**src/hdl/sorted_region_table_macros.svh**
```systemverilog
// ----------------------------------------------------------------------------
// sorted_region_table_macros
// Assertion macros used by the sorted region table datapath.
// ----------------------------------------------------------------------------
`ifndef SORTED_REGION_TABLE_MACROS_SVH
`define SORTED_REGION_TABLE_MACROS_SVH

// same-cycle implication
`define SRT_ASSERT_IMP(lbl, clk, rst, ante, cons) \
   lbl: assert property (@(posedge clk) disable iff (rst) (ante) |-> (cons)) \
      else $error("sorted region table check failed");

// next-cycle implication
`define SRT_ASSERT_NXT(lbl, clk, rst, ante, cons) \
   lbl: assert property (@(posedge clk) disable iff (rst) (ante) |=> (cons)) \
      else $error("sorted region table check failed");

`endif

```
**src/hdl/srt_pkg.sv**
```systemverilog
// ----------------------------------------------------------------------------
// srt_pkg
// Codes and controller/datapath interface types of the sorted region table.
// ----------------------------------------------------------------------------
package srt_pkg;

   localparam logic [1:0] OP_INSERT = 2'd0;
   localparam logic [1:0] OP_LOOKUP = 2'd1;
   localparam logic [1:0] OP_REMOVE = 2'd2;

   localparam logic [1:0] ST_DONE    = 2'd0;
   localparam logic [1:0] ST_OVERLAP = 2'd1;
   localparam logic [1:0] ST_FULL    = 2'd2;
   localparam logic [1:0] ST_MISS    = 2'd3;

   localparam logic [1:0] RD_IDX   = 2'd0;
   localparam logic [1:0] RD_LAST  = 2'd1;
   localparam logic [1:0] RD_SHIFT = 2'd2;

   localparam logic [2:0] WR_NONE  = 3'd0;
   localparam logic [2:0] WR_SHIFT = 3'd1;
   localparam logic [2:0] WR_NEW   = 3'd2;
   localparam logic [2:0] WR_LEFT  = 3'd3;
   localparam logic [2:0] WR_RIGHT = 3'd4;
   localparam logic [2:0] WR_SPLIT = 3'd5;

   typedef struct packed {
      logic       load;
      logic       rd_en;
      logic [1:0] rd_sel;
      logic [2:0] wr_sel;
      logic       sh_open;
      logic       ent_ld;
      logic       i_inc;
      logic       i_inc2;
      logic       prev_ld;
      logic       back_ld;
      logic       k_open;
      logic       k_close;
      logic       k_step;
      logic       pos_zero;
      logic       pos_cnt;
      logic       pos_i;
      logic       pos_next;
      logic       cnt_inc;
      logic       cnt_dec;
      logic       stat_ld;
      logic [1:0] stat;
      logic       hit_ld;
      logic       out_ld;
   } cmd_type;

   typedef struct packed {
      logic [1:0] op;
      logic       cnt_zero;
      logic       cnt_full;
      logic       i_end;
      logic       i_first;
      logic       contains;
      logic       front_fit;
      logic       back_fit;
      logic       gap_fit;
      logic       meet;
      logic       left;
      logic       right;
      logic       sh_more;
      logic       out_free;
   } sts_type;

endpackage

```
**src/hdl/srt_ram.sv**
```systemverilog
// ----------------------------------------------------------------------------
// srt_ram
// Generic single-write, single-read RAM with registered read data.
// ----------------------------------------------------------------------------
module srt_ram #(
   parameter int WIDTH = 8,
   parameter int DEPTH = 16
) (
   input  logic                     clock,
   input  logic                     wr_en,
   input  logic [$clog2(DEPTH)-1:0] wr_addr,
   input  logic [WIDTH-1:0]         wr_data,
   input  logic                     rd_en,
   input  logic [$clog2(DEPTH)-1:0] rd_addr,
   output logic [WIDTH-1:0]         rd_data
);

   logic [WIDTH-1:0] mem_ff [DEPTH];
   logic [WIDTH-1:0] rd_data_ff;

   always_ff @(posedge clock) begin
      if (wr_en) begin
         mem_ff[wr_addr] <= wr_data;
      end
      if (rd_en) begin
         rd_data_ff <= mem_ff[rd_addr];
      end
   end

   assign rd_data = rd_data_ff;

endmodule

```
**src/hdl/srt_ctrl.sv**
```systemverilog
// ----------------------------------------------------------------------------
// srt_ctrl
// Sequencer for insert, lookup and remove-range walks and entry shifts.
// ----------------------------------------------------------------------------
module srt_ctrl (
   input  logic             clock,
   input  logic             reset,
   input  logic             req_valid,
   output logic             req_stall,
   input  srt_pkg::sts_type sts,
   output srt_pkg::cmd_type cmd
);

   localparam logic [4:0] S_IDLE    = 5'd0;
   localparam logic [4:0] S_GO      = 5'd1;
   localparam logic [4:0] S_LK_RD   = 5'd2;
   localparam logic [4:0] S_LK_CHK  = 5'd3;
   localparam logic [4:0] S_IN_RDL  = 5'd4;
   localparam logic [4:0] S_IN_CHKL = 5'd5;
   localparam logic [4:0] S_IN_RD   = 5'd6;
   localparam logic [4:0] S_IN_CHK  = 5'd7;
   localparam logic [4:0] S_IN_FIT  = 5'd8;
   localparam logic [4:0] S_IN_WR   = 5'd9;
   localparam logic [4:0] S_RM_RD   = 5'd10;
   localparam logic [4:0] S_RM_CHK  = 5'd11;
   localparam logic [4:0] S_SP_WR1  = 5'd12;
   localparam logic [4:0] S_SP_WR0  = 5'd13;
   localparam logic [4:0] S_SH_RD   = 5'd14;
   localparam logic [4:0] S_SH_WR   = 5'd15;
   localparam logic [4:0] S_FIN     = 5'd16;

   logic [4:0] state_ff, state_in;
   logic       mode_ff, mode_in;

   always_comb begin
      cmd      = '0;
      state_in = state_ff;
      mode_in  = mode_ff;
      cmd.sh_open = mode_ff;
      unique case (state_ff)
         S_IDLE: begin
            if (req_valid) begin
               cmd.load = 1'b1;
               state_in = S_GO;
            end
         end
         S_GO: begin
            unique case (sts.op)
               srt_pkg::OP_LOOKUP: state_in = S_LK_RD;
               srt_pkg::OP_REMOVE: state_in = S_RM_RD;
               srt_pkg::OP_INSERT: begin
                  if (sts.cnt_zero) begin
                     cmd.pos_zero = 1'b1;
                     state_in     = S_IN_FIT;
                  end else begin
                     state_in = S_IN_RDL;
                  end
               end
               default: state_in = S_FIN;
            endcase
         end
         S_LK_RD: begin
            if (sts.i_end) begin
               cmd.stat_ld = 1'b1;
               cmd.stat    = srt_pkg::ST_MISS;
               state_in    = S_FIN;
            end else begin
               cmd.rd_en  = 1'b1;
               cmd.rd_sel = srt_pkg::RD_IDX;
               state_in   = S_LK_CHK;
            end
         end
         S_LK_CHK: begin
            cmd.ent_ld = 1'b1;
            if (sts.contains) begin
               cmd.hit_ld = 1'b1;
               state_in   = S_FIN;
            end else begin
               cmd.i_inc = 1'b1;
               state_in  = S_LK_RD;
            end
         end
         S_IN_RDL: begin
            cmd.rd_en  = 1'b1;
            cmd.rd_sel = srt_pkg::RD_LAST;
            state_in   = S_IN_CHKL;
         end
         S_IN_CHKL: begin
            cmd.ent_ld  = 1'b1;
            cmd.back_ld = 1'b1;
            state_in    = S_IN_RD;
         end
         S_IN_RD: begin
            if (sts.i_end) begin
               cmd.stat_ld = 1'b1;
               cmd.stat    = srt_pkg::ST_OVERLAP;
               state_in    = S_FIN;
            end else begin
               cmd.rd_en  = 1'b1;
               cmd.rd_sel = srt_pkg::RD_IDX;
               state_in   = S_IN_CHK;
            end
         end
         S_IN_CHK: begin
            cmd.ent_ld = 1'b1;
            priority if (sts.i_first && sts.front_fit) begin
               cmd.pos_zero = 1'b1;
               state_in     = S_IN_FIT;
            end else if (sts.i_first && sts.back_fit) begin
               cmd.pos_cnt = 1'b1;
               state_in    = S_IN_FIT;
            end else if (!sts.i_first && sts.gap_fit) begin
               cmd.pos_i = 1'b1;
               state_in  = S_IN_FIT;
            end else begin
               cmd.prev_ld = 1'b1;
               cmd.i_inc   = 1'b1;
               state_in    = S_IN_RD;
            end
         end
         S_IN_FIT: begin
            if (sts.cnt_full) begin
               cmd.stat_ld = 1'b1;
               cmd.stat    = srt_pkg::ST_FULL;
               state_in    = S_FIN;
            end else begin
               cmd.k_open = 1'b1;
               mode_in    = 1'b1;
               state_in   = S_SH_RD;
            end
         end
         S_IN_WR: begin
            cmd.wr_sel  = srt_pkg::WR_NEW;
            cmd.cnt_inc = 1'b1;
            state_in    = S_FIN;
         end
         S_RM_RD: begin
            if (sts.i_end) begin
               state_in = S_FIN;
            end else begin
               cmd.rd_en  = 1'b1;
               cmd.rd_sel = srt_pkg::RD_IDX;
               state_in   = S_RM_CHK;
            end
         end
         S_RM_CHK: begin
            cmd.ent_ld = 1'b1;
            priority if (!sts.meet) begin
               cmd.i_inc = 1'b1;
               state_in  = S_RM_RD;
            end else if (!sts.left && !sts.right) begin
               cmd.k_close = 1'b1;
               mode_in     = 1'b0;
               state_in    = S_SH_RD;
            end else if (sts.left && sts.right) begin
               if (sts.cnt_full) begin
                  cmd.stat_ld = 1'b1;
                  cmd.stat    = srt_pkg::ST_FULL;
                  state_in    = S_FIN;
               end else begin
                  cmd.pos_next = 1'b1;
                  cmd.k_open   = 1'b1;
                  mode_in      = 1'b1;
                  state_in     = S_SH_RD;
               end
            end else if (sts.left) begin
               cmd.wr_sel = srt_pkg::WR_LEFT;
               cmd.i_inc  = 1'b1;
               state_in   = S_RM_RD;
            end else begin
               cmd.wr_sel = srt_pkg::WR_RIGHT;
               cmd.i_inc  = 1'b1;
               state_in   = S_RM_RD;
            end
         end
         S_SP_WR1: begin
            cmd.wr_sel = srt_pkg::WR_SPLIT;
            state_in   = S_SP_WR0;
         end
         S_SP_WR0: begin
            cmd.wr_sel  = srt_pkg::WR_LEFT;
            cmd.cnt_inc = 1'b1;
            cmd.i_inc2  = 1'b1;
            state_in    = S_RM_RD;
         end
         S_SH_RD: begin
            priority if (sts.sh_more) begin
               cmd.rd_en  = 1'b1;
               cmd.rd_sel = srt_pkg::RD_SHIFT;
               state_in   = S_SH_WR;
            end else if (sts.op == srt_pkg::OP_INSERT) begin
               state_in = S_IN_WR;
            end else if (mode_ff) begin
               state_in = S_SP_WR1;
            end else begin
               cmd.cnt_dec = 1'b1;
               state_in    = S_RM_RD;
            end
         end
         S_SH_WR: begin
            cmd.wr_sel = srt_pkg::WR_SHIFT;
            cmd.k_step = 1'b1;
            state_in   = S_SH_RD;
         end
         S_FIN: begin
            if (sts.out_free) begin
               cmd.out_ld = 1'b1;
               state_in   = S_IDLE;
            end
         end
         default: state_in = S_IDLE;
      endcase
   end

   always_ff @(posedge clock) begin
      if (reset) begin
         state_ff <= S_IDLE;
         mode_ff  <= 1'b0;
      end else begin
         state_ff <= state_in;
         mode_ff  <= mode_in;
      end
   end

   assign req_stall = (state_ff != S_IDLE);

endmodule

```
**src/hdl/srt_dpath.sv**
```systemverilog
// ----------------------------------------------------------------------------
// srt_dpath
// Request registers, table RAM, walk indexes, compares and result word.
// ----------------------------------------------------------------------------
`include "sorted_region_table_macros.svh"

module srt_dpath #(
   parameter int TABLE_DEPTH  = 16,
   parameter int ADDRESS_BITS = 32
) (
   input  logic             clock,
   input  logic             reset,
   input  srt_pkg::cmd_type cmd,
   output srt_pkg::sts_type sts,
   input  logic [1:0]       req_operation,
   input  logic [31:0]      req_range_start,
   input  logic [31:0]      req_range_end,
   input  logic [31:0]      req_base_offset,
   input  logic [31:0]      req_query_address,
   output logic             rsp_valid,
   input  logic             rsp_stall,
   output logic [1:0]       rsp_status,
   output logic [31:0]      rsp_found_start,
   output logic [31:0]      rsp_found_end,
   output logic [31:0]      rsp_found_offset
);

   localparam int AW = (ADDRESS_BITS < 32) ? ADDRESS_BITS : 32;
   localparam int CW = $clog2(TABLE_DEPTH + 1);
   localparam int IW = $clog2(TABLE_DEPTH);
   localparam int EW = 2 * AW + 32;
   localparam logic [CW-1:0] ONE  = CW'(1);
   localparam logic [CW-1:0] FULL = CW'(TABLE_DEPTH);

   logic [1:0]    op_ff, op_in;
   logic [AW-1:0] s_ff, s_in, e_ff, e_in, q_ff, q_in, prev_ff, prev_in;
   logic [31:0]   off_ff, off_in;
   logic [CW-1:0] i_ff, i_in, k_ff, k_in, pos_ff, pos_in, cnt_ff, cnt_in;
   logic          back_ff, back_in;
   logic [AW-1:0] ms_ff, ms_in, me_ff, me_in;
   logic [31:0]   mo_ff, mo_in;
   logic [1:0]    stat_ff, stat_in;
   logic [31:0]   fs_ff, fs_in, fe_ff, fe_in, fo_ff, fo_in;
   logic          rv_ff, rv_in;
   logic [1:0]    rst_ff, rst_in;
   logic [31:0]   rs_ff, rs_in, re_ff, re_in, ro_ff, ro_in;

   logic [EW-1:0] rd_data, wr_data;
   logic [IW-1:0] rd_addr, wr_addr;
   logic [CW-1:0] rd_idx, wr_idx;
   logic          wr_en;
   logic [AW-1:0] cur_s, cur_e;
   logic [31:0]   cur_o, trim_o;

   assign cur_s  = cmd.ent_ld ? rd_data[EW-1 -: AW] : ms_ff;
   assign cur_e  = cmd.ent_ld ? rd_data[EW-AW-1 -: AW] : me_ff;
   assign cur_o  = cmd.ent_ld ? rd_data[31:0] : mo_ff;
   assign trim_o = cur_o + 32'(e_ff - cur_s);

   always_comb begin
      unique case (cmd.rd_sel)
         srt_pkg::RD_LAST:  rd_idx = cnt_ff - ONE;
         srt_pkg::RD_SHIFT: rd_idx = cmd.sh_open ? (k_ff - ONE) : (k_ff + ONE);
         default:           rd_idx = i_ff;
      endcase
      wr_en   = 1'b1;
      wr_idx  = i_ff;
      wr_data = {cur_s, s_ff, cur_o};
      unique case (cmd.wr_sel)
         srt_pkg::WR_SHIFT: begin
            wr_idx  = k_ff;
            wr_data = rd_data;
         end
         srt_pkg::WR_NEW: begin
            wr_idx  = pos_ff;
            wr_data = {s_ff, e_ff, off_ff};
         end
         srt_pkg::WR_LEFT: begin
            wr_idx  = i_ff;
            wr_data = {cur_s, s_ff, cur_o};
         end
         srt_pkg::WR_RIGHT: begin
            wr_idx  = i_ff;
            wr_data = {e_ff, cur_e, trim_o};
         end
         srt_pkg::WR_SPLIT: begin
            wr_idx  = pos_ff;
            wr_data = {e_ff, cur_e, trim_o};
         end
         default: wr_en = 1'b0;
      endcase
   end

   assign rd_addr = rd_idx[IW-1:0];
   assign wr_addr = wr_idx[IW-1:0];

   srt_ram #(
      .WIDTH(EW),
      .DEPTH(TABLE_DEPTH)
   ) u_table (
      .clock   (clock),
      .wr_en   (wr_en),
      .wr_addr (wr_addr),
      .wr_data (wr_data),
      .rd_en   (cmd.rd_en),
      .rd_addr (rd_addr),
      .rd_data (rd_data)
   );

   always_comb begin
      op_in   = op_ff;
      s_in    = s_ff;
      e_in    = e_ff;
      q_in    = q_ff;
      off_in  = off_ff;
      i_in    = i_ff;
      k_in    = k_ff;
      pos_in  = pos_ff;
      cnt_in  = cnt_ff;
      prev_in = prev_ff;
      back_in = back_ff;
      ms_in   = ms_ff;
      me_in   = me_ff;
      mo_in   = mo_ff;
      stat_in = stat_ff;
      fs_in   = fs_ff;
      fe_in   = fe_ff;
      fo_in   = fo_ff;
      rv_in   = rv_ff;
      rst_in  = rst_ff;
      rs_in   = rs_ff;
      re_in   = re_ff;
      ro_in   = ro_ff;
      if (cmd.load) begin
         op_in   = req_operation;
         s_in    = req_range_start[AW-1:0];
         e_in    = req_range_end[AW-1:0];
         q_in    = req_query_address[AW-1:0];
         off_in  = req_base_offset;
         i_in    = '0;
         stat_in = srt_pkg::ST_DONE;
         fs_in   = '0;
         fe_in   = '0;
         fo_in   = '0;
      end
      if (cmd.ent_ld) begin
         ms_in = cur_s;
         me_in = cur_e;
         mo_in = cur_o;
      end
      if (cmd.i_inc) i_in = i_ff + ONE;
      if (cmd.i_inc2) i_in = i_ff + CW'(2);
      if (cmd.prev_ld) prev_in = cur_e;
      if (cmd.back_ld) back_in = (s_ff >= cur_e);
      if (cmd.k_open) k_in = cnt_ff;
      if (cmd.k_close) k_in = i_ff;
      if (cmd.k_step) k_in = cmd.sh_open ? (k_ff - ONE) : (k_ff + ONE);
      if (cmd.pos_zero) pos_in = '0;
      if (cmd.pos_cnt) pos_in = cnt_ff;
      if (cmd.pos_i) pos_in = i_ff;
      if (cmd.pos_next) pos_in = i_ff + ONE;
      if (cmd.cnt_inc) cnt_in = cnt_ff + ONE;
      if (cmd.cnt_dec) cnt_in = cnt_ff - ONE;
      if (cmd.stat_ld) stat_in = cmd.stat;
      if (cmd.hit_ld) begin
         fs_in = 32'(cur_s);
         fe_in = 32'(cur_e);
         fo_in = cur_o;
      end
      if (rv_ff && !rsp_stall) rv_in = 1'b0;
      if (cmd.out_ld) begin
         rv_in  = 1'b1;
         rst_in = stat_ff;
         rs_in  = fs_ff;
         re_in  = fe_ff;
         ro_in  = fo_ff;
      end
   end

   always_ff @(posedge clock) begin
      if (reset) begin
         cnt_ff <= '0;
         rv_ff  <= 1'b0;
      end else begin
         cnt_ff <= cnt_in;
         rv_ff  <= rv_in;
      end
   end

   always_ff @(posedge clock) begin
      op_ff   <= op_in;
      s_ff    <= s_in;
      e_ff    <= e_in;
      q_ff    <= q_in;
      off_ff  <= off_in;
      i_ff    <= i_in;
      k_ff    <= k_in;
      pos_ff  <= pos_in;
      prev_ff <= prev_in;
      back_ff <= back_in;
      ms_ff   <= ms_in;
      me_ff   <= me_in;
      mo_ff   <= mo_in;
      stat_ff <= stat_in;
      fs_ff   <= fs_in;
      fe_ff   <= fe_in;
      fo_ff   <= fo_in;
      rst_ff  <= rst_in;
      rs_ff   <= rs_in;
      re_ff   <= re_in;
      ro_ff   <= ro_in;
   end

   always_comb begin
      sts.op        = op_ff;
      sts.cnt_zero  = (cnt_ff == '0);
      sts.cnt_full  = (cnt_ff >= FULL);
      sts.i_end     = (i_ff >= cnt_ff);
      sts.i_first   = (i_ff == '0);
      sts.contains  = (cur_s <= q_ff) && (q_ff < cur_e);
      sts.front_fit = (e_ff <= cur_s);
      sts.back_fit  = back_ff;
      sts.gap_fit   = (s_ff >= prev_ff) && (e_ff <= cur_s);
      sts.meet      = (s_ff < cur_e) && (cur_s < e_ff);
      sts.left      = (cur_s < s_ff);
      sts.right     = (e_ff < cur_e);
      sts.sh_more   = cmd.sh_open ? (k_ff > pos_ff) : ((k_ff + ONE) < cnt_ff);
      sts.out_free  = !rv_ff || !rsp_stall;
   end

   assign rsp_valid        = rv_ff;
   assign rsp_status       = rst_ff;
   assign rsp_found_start  = rs_ff;
   assign rsp_found_end    = re_ff;
   assign rsp_found_offset = ro_ff;

   `SRT_ASSERT_IMP(a_cnt_range, clock, reset, 1'b1, cnt_ff <= FULL)
   `SRT_ASSERT_IMP(a_no_grow_full, clock, reset, cmd.cnt_inc, cnt_ff < FULL)
   `SRT_ASSERT_IMP(a_no_shrink_empty, clock, reset, cmd.cnt_dec, cnt_ff != '0)
   `SRT_ASSERT_NXT(a_out_shown, clock, reset, cmd.out_ld, rv_ff)

endmodule

```
**src/hdl/sorted_region_table.sv**
```systemverilog
// Lookup walks the entries in order until one contains the query address.
// Insert scans for a gap, then moves later entries up one slot in the RAM.
// Remove visits every entry, moving later entries on a delete or split.
// One word in flight; each moved entry is read and then written one slot over.
// Synchronous reset empties the table (count zero) and drops any pending result;
// no clearing pass.
// ----------------------------------------------------------------------------
// sorted_region_table
// Ordered table of non-overlapping regions with insert, lookup, remove-range.
// ----------------------------------------------------------------------------
module sorted_region_table #(
   parameter int TABLE_DEPTH  = 16,
   parameter int ADDRESS_BITS = 32
) (
   input  logic        clock,
   input  logic        reset,
   input  logic        req_valid,
   output logic        req_stall,
   input  logic [1:0]  req_operation,
   input  logic [31:0] req_range_start,
   input  logic [31:0] req_range_end,
   input  logic [31:0] req_base_offset,
   input  logic [31:0] req_query_address,
   output logic        rsp_valid,
   input  logic        rsp_stall,
   output logic [1:0]  rsp_status,
   output logic [31:0] rsp_found_start,
   output logic [31:0] rsp_found_end,
   output logic [31:0] rsp_found_offset
);

   srt_pkg::cmd_type cmd;
   srt_pkg::sts_type sts;

   srt_ctrl u_ctrl (
      .clock     (clock),
      .reset     (reset),
      .req_valid (req_valid),
      .req_stall (req_stall),
      .sts       (sts),
      .cmd       (cmd)
   );

   srt_dpath #(
      .TABLE_DEPTH  (TABLE_DEPTH),
      .ADDRESS_BITS (ADDRESS_BITS)
   ) u_dpath (
      .clock             (clock),
      .reset             (reset),
      .cmd               (cmd),
      .sts               (sts),
      .req_operation     (req_operation),
      .req_range_start   (req_range_start),
      .req_range_end     (req_range_end),
      .req_base_offset   (req_base_offset),
      .req_query_address (req_query_address),
      .rsp_valid         (rsp_valid),
      .rsp_stall         (rsp_stall),
      .rsp_status        (rsp_status),
      .rsp_found_start   (rsp_found_start),
      .rsp_found_end     (rsp_found_end),
      .rsp_found_offset  (rsp_found_offset)
   );

endmodule

```
**config.mk**
```make
export PLATFORM = sky130hd
export DESIGN_NAME = sorted_region_table
export DESIGN_NICKNAME = d
export VERILOG_FILES = /design/src/hdl/srt_pkg.sv /design/src/hdl/srt_ram.sv /design/src/hdl/srt_ctrl.sv /design/src/hdl/srt_dpath.sv /design/src/hdl/sorted_region_table.sv
export VERILOG_INCLUDE_DIRS = /design/src /design/src/hdl
export SDC_FILE = /design/constraint.sdc
export NUM_CORES = 2
export LEC_CHECK = 0
export BUFFER_PORTS_ARGS = -buffer_cell sky130_fd_sc_hd__buf_2
export CAP_MARGIN = 10
export CORE_ASPECT_RATIO = 0.75
export CORE_MARGIN = 5
export CORE_UTILIZATION = 56
export DETAILED_ROUTE_END_ITERATION = 12
export GPL_ROUTABILITY_DRIVEN = 1
export PLACE_DENSITY = 0.81
export SYNTH_ARGS = -nofsm -noshare
export SYNTH_HDL_FRONTEND = slang
export SYNTH_HIERARCHICAL = 1
export SYNTH_SLANG_ARGS = --single-unit
```
**constraint.sdc**
```tcl
create_clock -name clock -period 19.1 [get_ports clock]
set_clock_uncertainty 0.05 [all_clocks]
set_input_delay 3.82 -clock clock [delete_from_list [all_inputs] [get_ports clock]]
set_output_delay 3.82 -clock clock [all_outputs]
set_load 0.02 [all_outputs]
```
==> results.json <==
{
  "dp_hpwl_um": 167700,
  "cts_inserted_buffers": 188,
  "timing.fmax_mhz": 81.84,
  "fp-row-count": 127,
  "classification_of_the_worst_slack_hold_path": "flip-flop to flip-flop",
  "finalCritPeriodShare_pct": 63.98,
  "final_layout_size_suffix_gt1_share_pct": 20.60,
  "timing_hold_violations_final": 0,
  "slowest_stage": "sky130_fd_sc_hd__nor2_4",
  "post_cts.repair.setup_buffers": 0,
  "worst_hold_slack_ns": 0.3426,
  "drtPass1Iterations": 6,
  "cts_buffer_depth": 3,
  "setup_repair_after_global_routing_missed_its_margin": "no",
  "cts-resized-gates": 0,
  "dieHeight_um": 357.7,
  "fp.dieArea_um2": 169400,
  "gp_congestion": 0.9556,
  "setup-tns-final_ns": 0,
  "clock_tree.root_cell": "sky130_fd_sc_hd__clkbuf_16",
  "seq_area_frac_synth_pct": 70.18,
  "netlist_instances": 5187,
  "report.final.slew_viol_count": 0,
  "worst_path_most_repeated_cell": "sky130_fd_sc_hd__buf_4",
  "power.leakage_uw": 0.03438,
  "cellPowerDensity_nw_per_um2": 145.2,
  "yosys.cell_types.count": 89,
  "clk_latency_ns": 0.85,
  "worst_r2r_startpoint": "u_ctrl/state_ff[0]",
  "tritoncts": "built",
  "htree_num_levels": 4,
  "worstPathMaxFanout": 100,
  "floorplan.initialDensity_pct": 56.42,
  "worst_slew_margin_rel_pct": 11.36,
  "critPathKind": "flip-flop to flip-flop",
  "yosys_warnings": 6,
  "grt_antenna_before_repair": 23,
  "route.vias.total": 52690,
  "worst-endpoint-required_ns": 19.50,
  "synth_enable_flop_cells": 2102,
  "overflow": 0,
  "route.detailed.vias_per_inst": 6.752,
  "max_cap_violations": 0,
  "routed_wirelength_um": 265800,
  "synth_largest_area_cell": "sky130_fd_sc_hd__edfxtp_1",
  "ir_worst_vdd_mv": 0.1191,
  "outcome": "completed",
  "post-synth-top-area-fraction_pct": 69.92,
  "wl_per_cell_um": 34.07,
  "groute.usage.overall_pct": 31.31,
  "preCtsSetupSlack_ns": 7.171,
  "min-delay-start": "u_dpath/fs_ff[15]",
  "critPathArrivalTime_ns": 12.62,
  "worstSetupStartpoint": "u_ctrl/state_ff[0]",
  "drt.antenna.violating_nets": 0,
  "ys_async_sr_fraction_pct": 0,
  "pin_count": 234,
  "yosys_register_bits": 2114,
  "postCtsHoldBufs": 0,
  "placeableCoreArea_um2": 160000,
  "worst-r2r-setup-slack_ns": 6.88,
  "worst-slew-pin-transition_ns": 1.321,
  "grt_pass1_vias": 51900,
  "cts.sinks": 2114,
  "critPathMaxStageDelay_ns": 0.96,
  "final_net_count": 5961,
  "maximum_number_of_pins_on_one_net_before_global_route_repair": 108,
  "worst_setup_path_end_kind": "flip-flop",
  "start_kind": "flip-flop",
  "synth-main-ff-cell": "sky130_fd_sc_hd__edfxtp_1",
  "timing.critical_path.cells": "or3b_2 > o22ai_4 > buf_4 > buf_12 > mux2i_1 > ha_1 > a21o_1 > a21o_1 > a211oi_1 > o31ai_1 > a21oi_1 > o31ai_1 > nor3_1 > nand3_1 > nand2_4 > buf_4 > or2_4 > o21ai_0 > a22oi_1 > o21ai_0 > nand3b_1 > nor2_4 > buf_4 > buf_4",
  "worst_setup_hold_path_clk_slew_ns": 0.06,
  "drc": 0,
  "setup_viol": 0,
  "synthesis.area_per_instance_um2": 17.40,
  "worst-path-buf-inv": 5,
  "period_minus_slack_ns": 12.22,
  "synth.cell_area_um2": 90280,
  "synth_area_leaders": "sky130_fd_sc_hd__edfxtp_1 (70%), sky130_fd_sc_hd__mux4_2 (9.6%), sky130_fd_sc_hd__ha_1 (3.9%), sky130_fd_sc_hd__a22oi_1 (1.8%), sky130_fd_sc_hd__mux2i_1 (1.7%)",
  "grt_pass1_wl_um": 377800,
  "critical_path.top_delay_family": "simple AND/OR/NAND/NOR gates",
  "syn_nets": 5635,
  "post-route-worst-setup-slack_ns": 6.881,
  "dr.first_iter.drc_count": 8916,
  "area.growth.synth_to_final_pct": 11.52,
  "io_buffers": 233,
  "die_width_um": 473.6
}
[cells in the mapped netlist (all sizes together), types with 5 or more instances]
cell type and count:
inv 297, o221ai 20, mux2 33, dfxtp 12
nor3 28, xnor2 24, nand4 45, xor2 19
nor2 159, nand2b 19, a211oi 67, a21oi 149
clkbuf 138, or2 9, or3 9, a21o 84
and2 93, a211o 7, a22oi 218, ha 283
o22ai 10, edfxtp 2102, o21ai 141, buf 115
fa 31, o21a 11, nand3 30, mux4 384
nor3b 11, and4 6, nand2 262, nand3b 6
a21boi 5, mux2i 154, and3 11, o211ai 29
o31ai 9, a31oi 36, o21bai 5, nor2b 41
a221oi 15
[path summary, 6_finish.rpt]
kind,end,cells after the start
worst min-delay path,u_dpath/rsp_found_start[15],0
worst max-delay path,u_dpath/u_table/mem_ff[11][95],24
worst max register to register,u_dpath/u_table/mem_ff[11][95],24
worst min register to register,u_dpath/rsp_found_start[15],0
[worst register-to-register path, stage by stage, from the launching register on]
cell and delay (ns):
sky130_fd_sc_hd__dfxtp_1 0.54, sky130_fd_sc_hd__or3b_2 0.60, sky130_fd_sc_hd__o22ai_4 0.92, sky130_fd_sc_hd__buf_4 0.69, sky130_fd_sc_hd__buf_12 0.55, sky130_fd_sc_hd__mux2i_1 0.57
sky130_fd_sc_hd__ha_1 0.33, sky130_fd_sc_hd__a21o_1 0.17, sky130_fd_sc_hd__a21o_1 0.17, sky130_fd_sc_hd__a211oi_1 0.24, sky130_fd_sc_hd__o31ai_1 0.17, sky130_fd_sc_hd__a21oi_1 0.15
sky130_fd_sc_hd__o31ai_1 0.16, sky130_fd_sc_hd__nor3_1 0.81, sky130_fd_sc_hd__nand3_1 0.40, sky130_fd_sc_hd__nand2_4 0.54, sky130_fd_sc_hd__buf_4 0.62, sky130_fd_sc_hd__or2_4 0.74
sky130_fd_sc_hd__o21ai_0 0.19, sky130_fd_sc_hd__a22oi_1 0.16, sky130_fd_sc_hd__o21ai_0 0.18, sky130_fd_sc_hd__nand3b_1 0.45, sky130_fd_sc_hd__nor2_4 0.97, sky130_fd_sc_hd__buf_4 0.74
sky130_fd_sc_hd__buf_4 0.73
[registers in the layout (all words and copies together), names as in the netlist, 32 cells and up]
register and cells:
u_dpath/rsp_found_offset 32, u_dpath/mo_ff 32, u_dpath/e_ff 32, u_dpath/rsp_found_start 32, u_dpath/q_ff 32, u_dpath/u_table/mem_ff 1536, u_dpath/u_table/rd_data 96, u_dpath/ms_ff 32
u_dpath/s_ff 32, u_dpath/off_ff 32, u_dpath/rsp_found_end 32, u_dpath/fo_ff 32, u_dpath/me_ff 32, u_dpath/fs_ff 32, u_dpath/prev_ff 32, u_dpath/fe_ff 32
[through the flow]
stage | power (uW) | cell area, um2 | utilization (%) | instances
after floorplan | 9043 | 90280 | - | 5187
after global placement | 10560 | 94310 | 58.94 | 7438
after detailed placement | 10660 | 94320 | 58.94 | 7438
after CTS | 14510 | 100500 | 62.82 | 7786
after global routing | 15120 | 100700 | 62.91 | 7799
final | 14620 | 100700 | 62.92 | 7803
[routing by layer]
layer	track usage, %	vias to the layer above	part of all wire (%)
li1	-	21320	-
met1	43.88	26630	36
met2	45.78	4111	44
met3	9.667	607	15
met4	14.09	14	5.3
met5	0	-	0.036
[placed cells by master, fill, tap and decap left out, types with 128 or more instances in the layout]
master,instances
sky130_fd_sc_hd__ha_1,283
sky130_fd_sc_hd__a22oi_1,217
sky130_fd_sc_hd__mux2i_1,154
sky130_fd_sc_hd__mux4_2,384
sky130_fd_sc_hd__nor2_1,143
sky130_fd_sc_hd__buf_2,233
sky130_fd_sc_hd__clkbuf_16,191
sky130_fd_sc_hd__inv_1,296
sky130_fd_sc_hd__nand2_1,261
sky130_fd_sc_hd__buf_4,149
sky130_fd_sc_hd__edfxtp_1,2102
sky130_fd_sc_hd__o21ai_0,128
sky130_fd_sc_hd__a21oi_1,138
[cell type report]
cell class	instances	area, um2
Timing Repair Buffer	389	2411
Fill cell	10730	59340
Tap cell	2128	2663
Inverter	297	1115
Antenna cell	4	10.01
Sequential cell	2114	63360
Clock buffer	224	4903
Clock inverter	124	1294
Multi-Input combinational cell	2523	24920
[kinds of logic (layout without fill, tap and decap cells)]
group	Yosys count	count (layout)	share of synthesized area (%)
other cells	0	4	0
simple gates	746	746	4.029
buf+inv	550	1034	2.642
compound gates	849	849	6.421
fa+ha+maj	314	314	4.610
xor+xnor	43	43	0.4172
mux	571	571	11.70
flops	2114	2114	70.18
[power by group]
group          internal (uW)  switching (uW)
clock network           2120            1740
registers               5830             331
logic                   1630            2960
total                   9580            5030
Power figures use the tool's default switching activity.
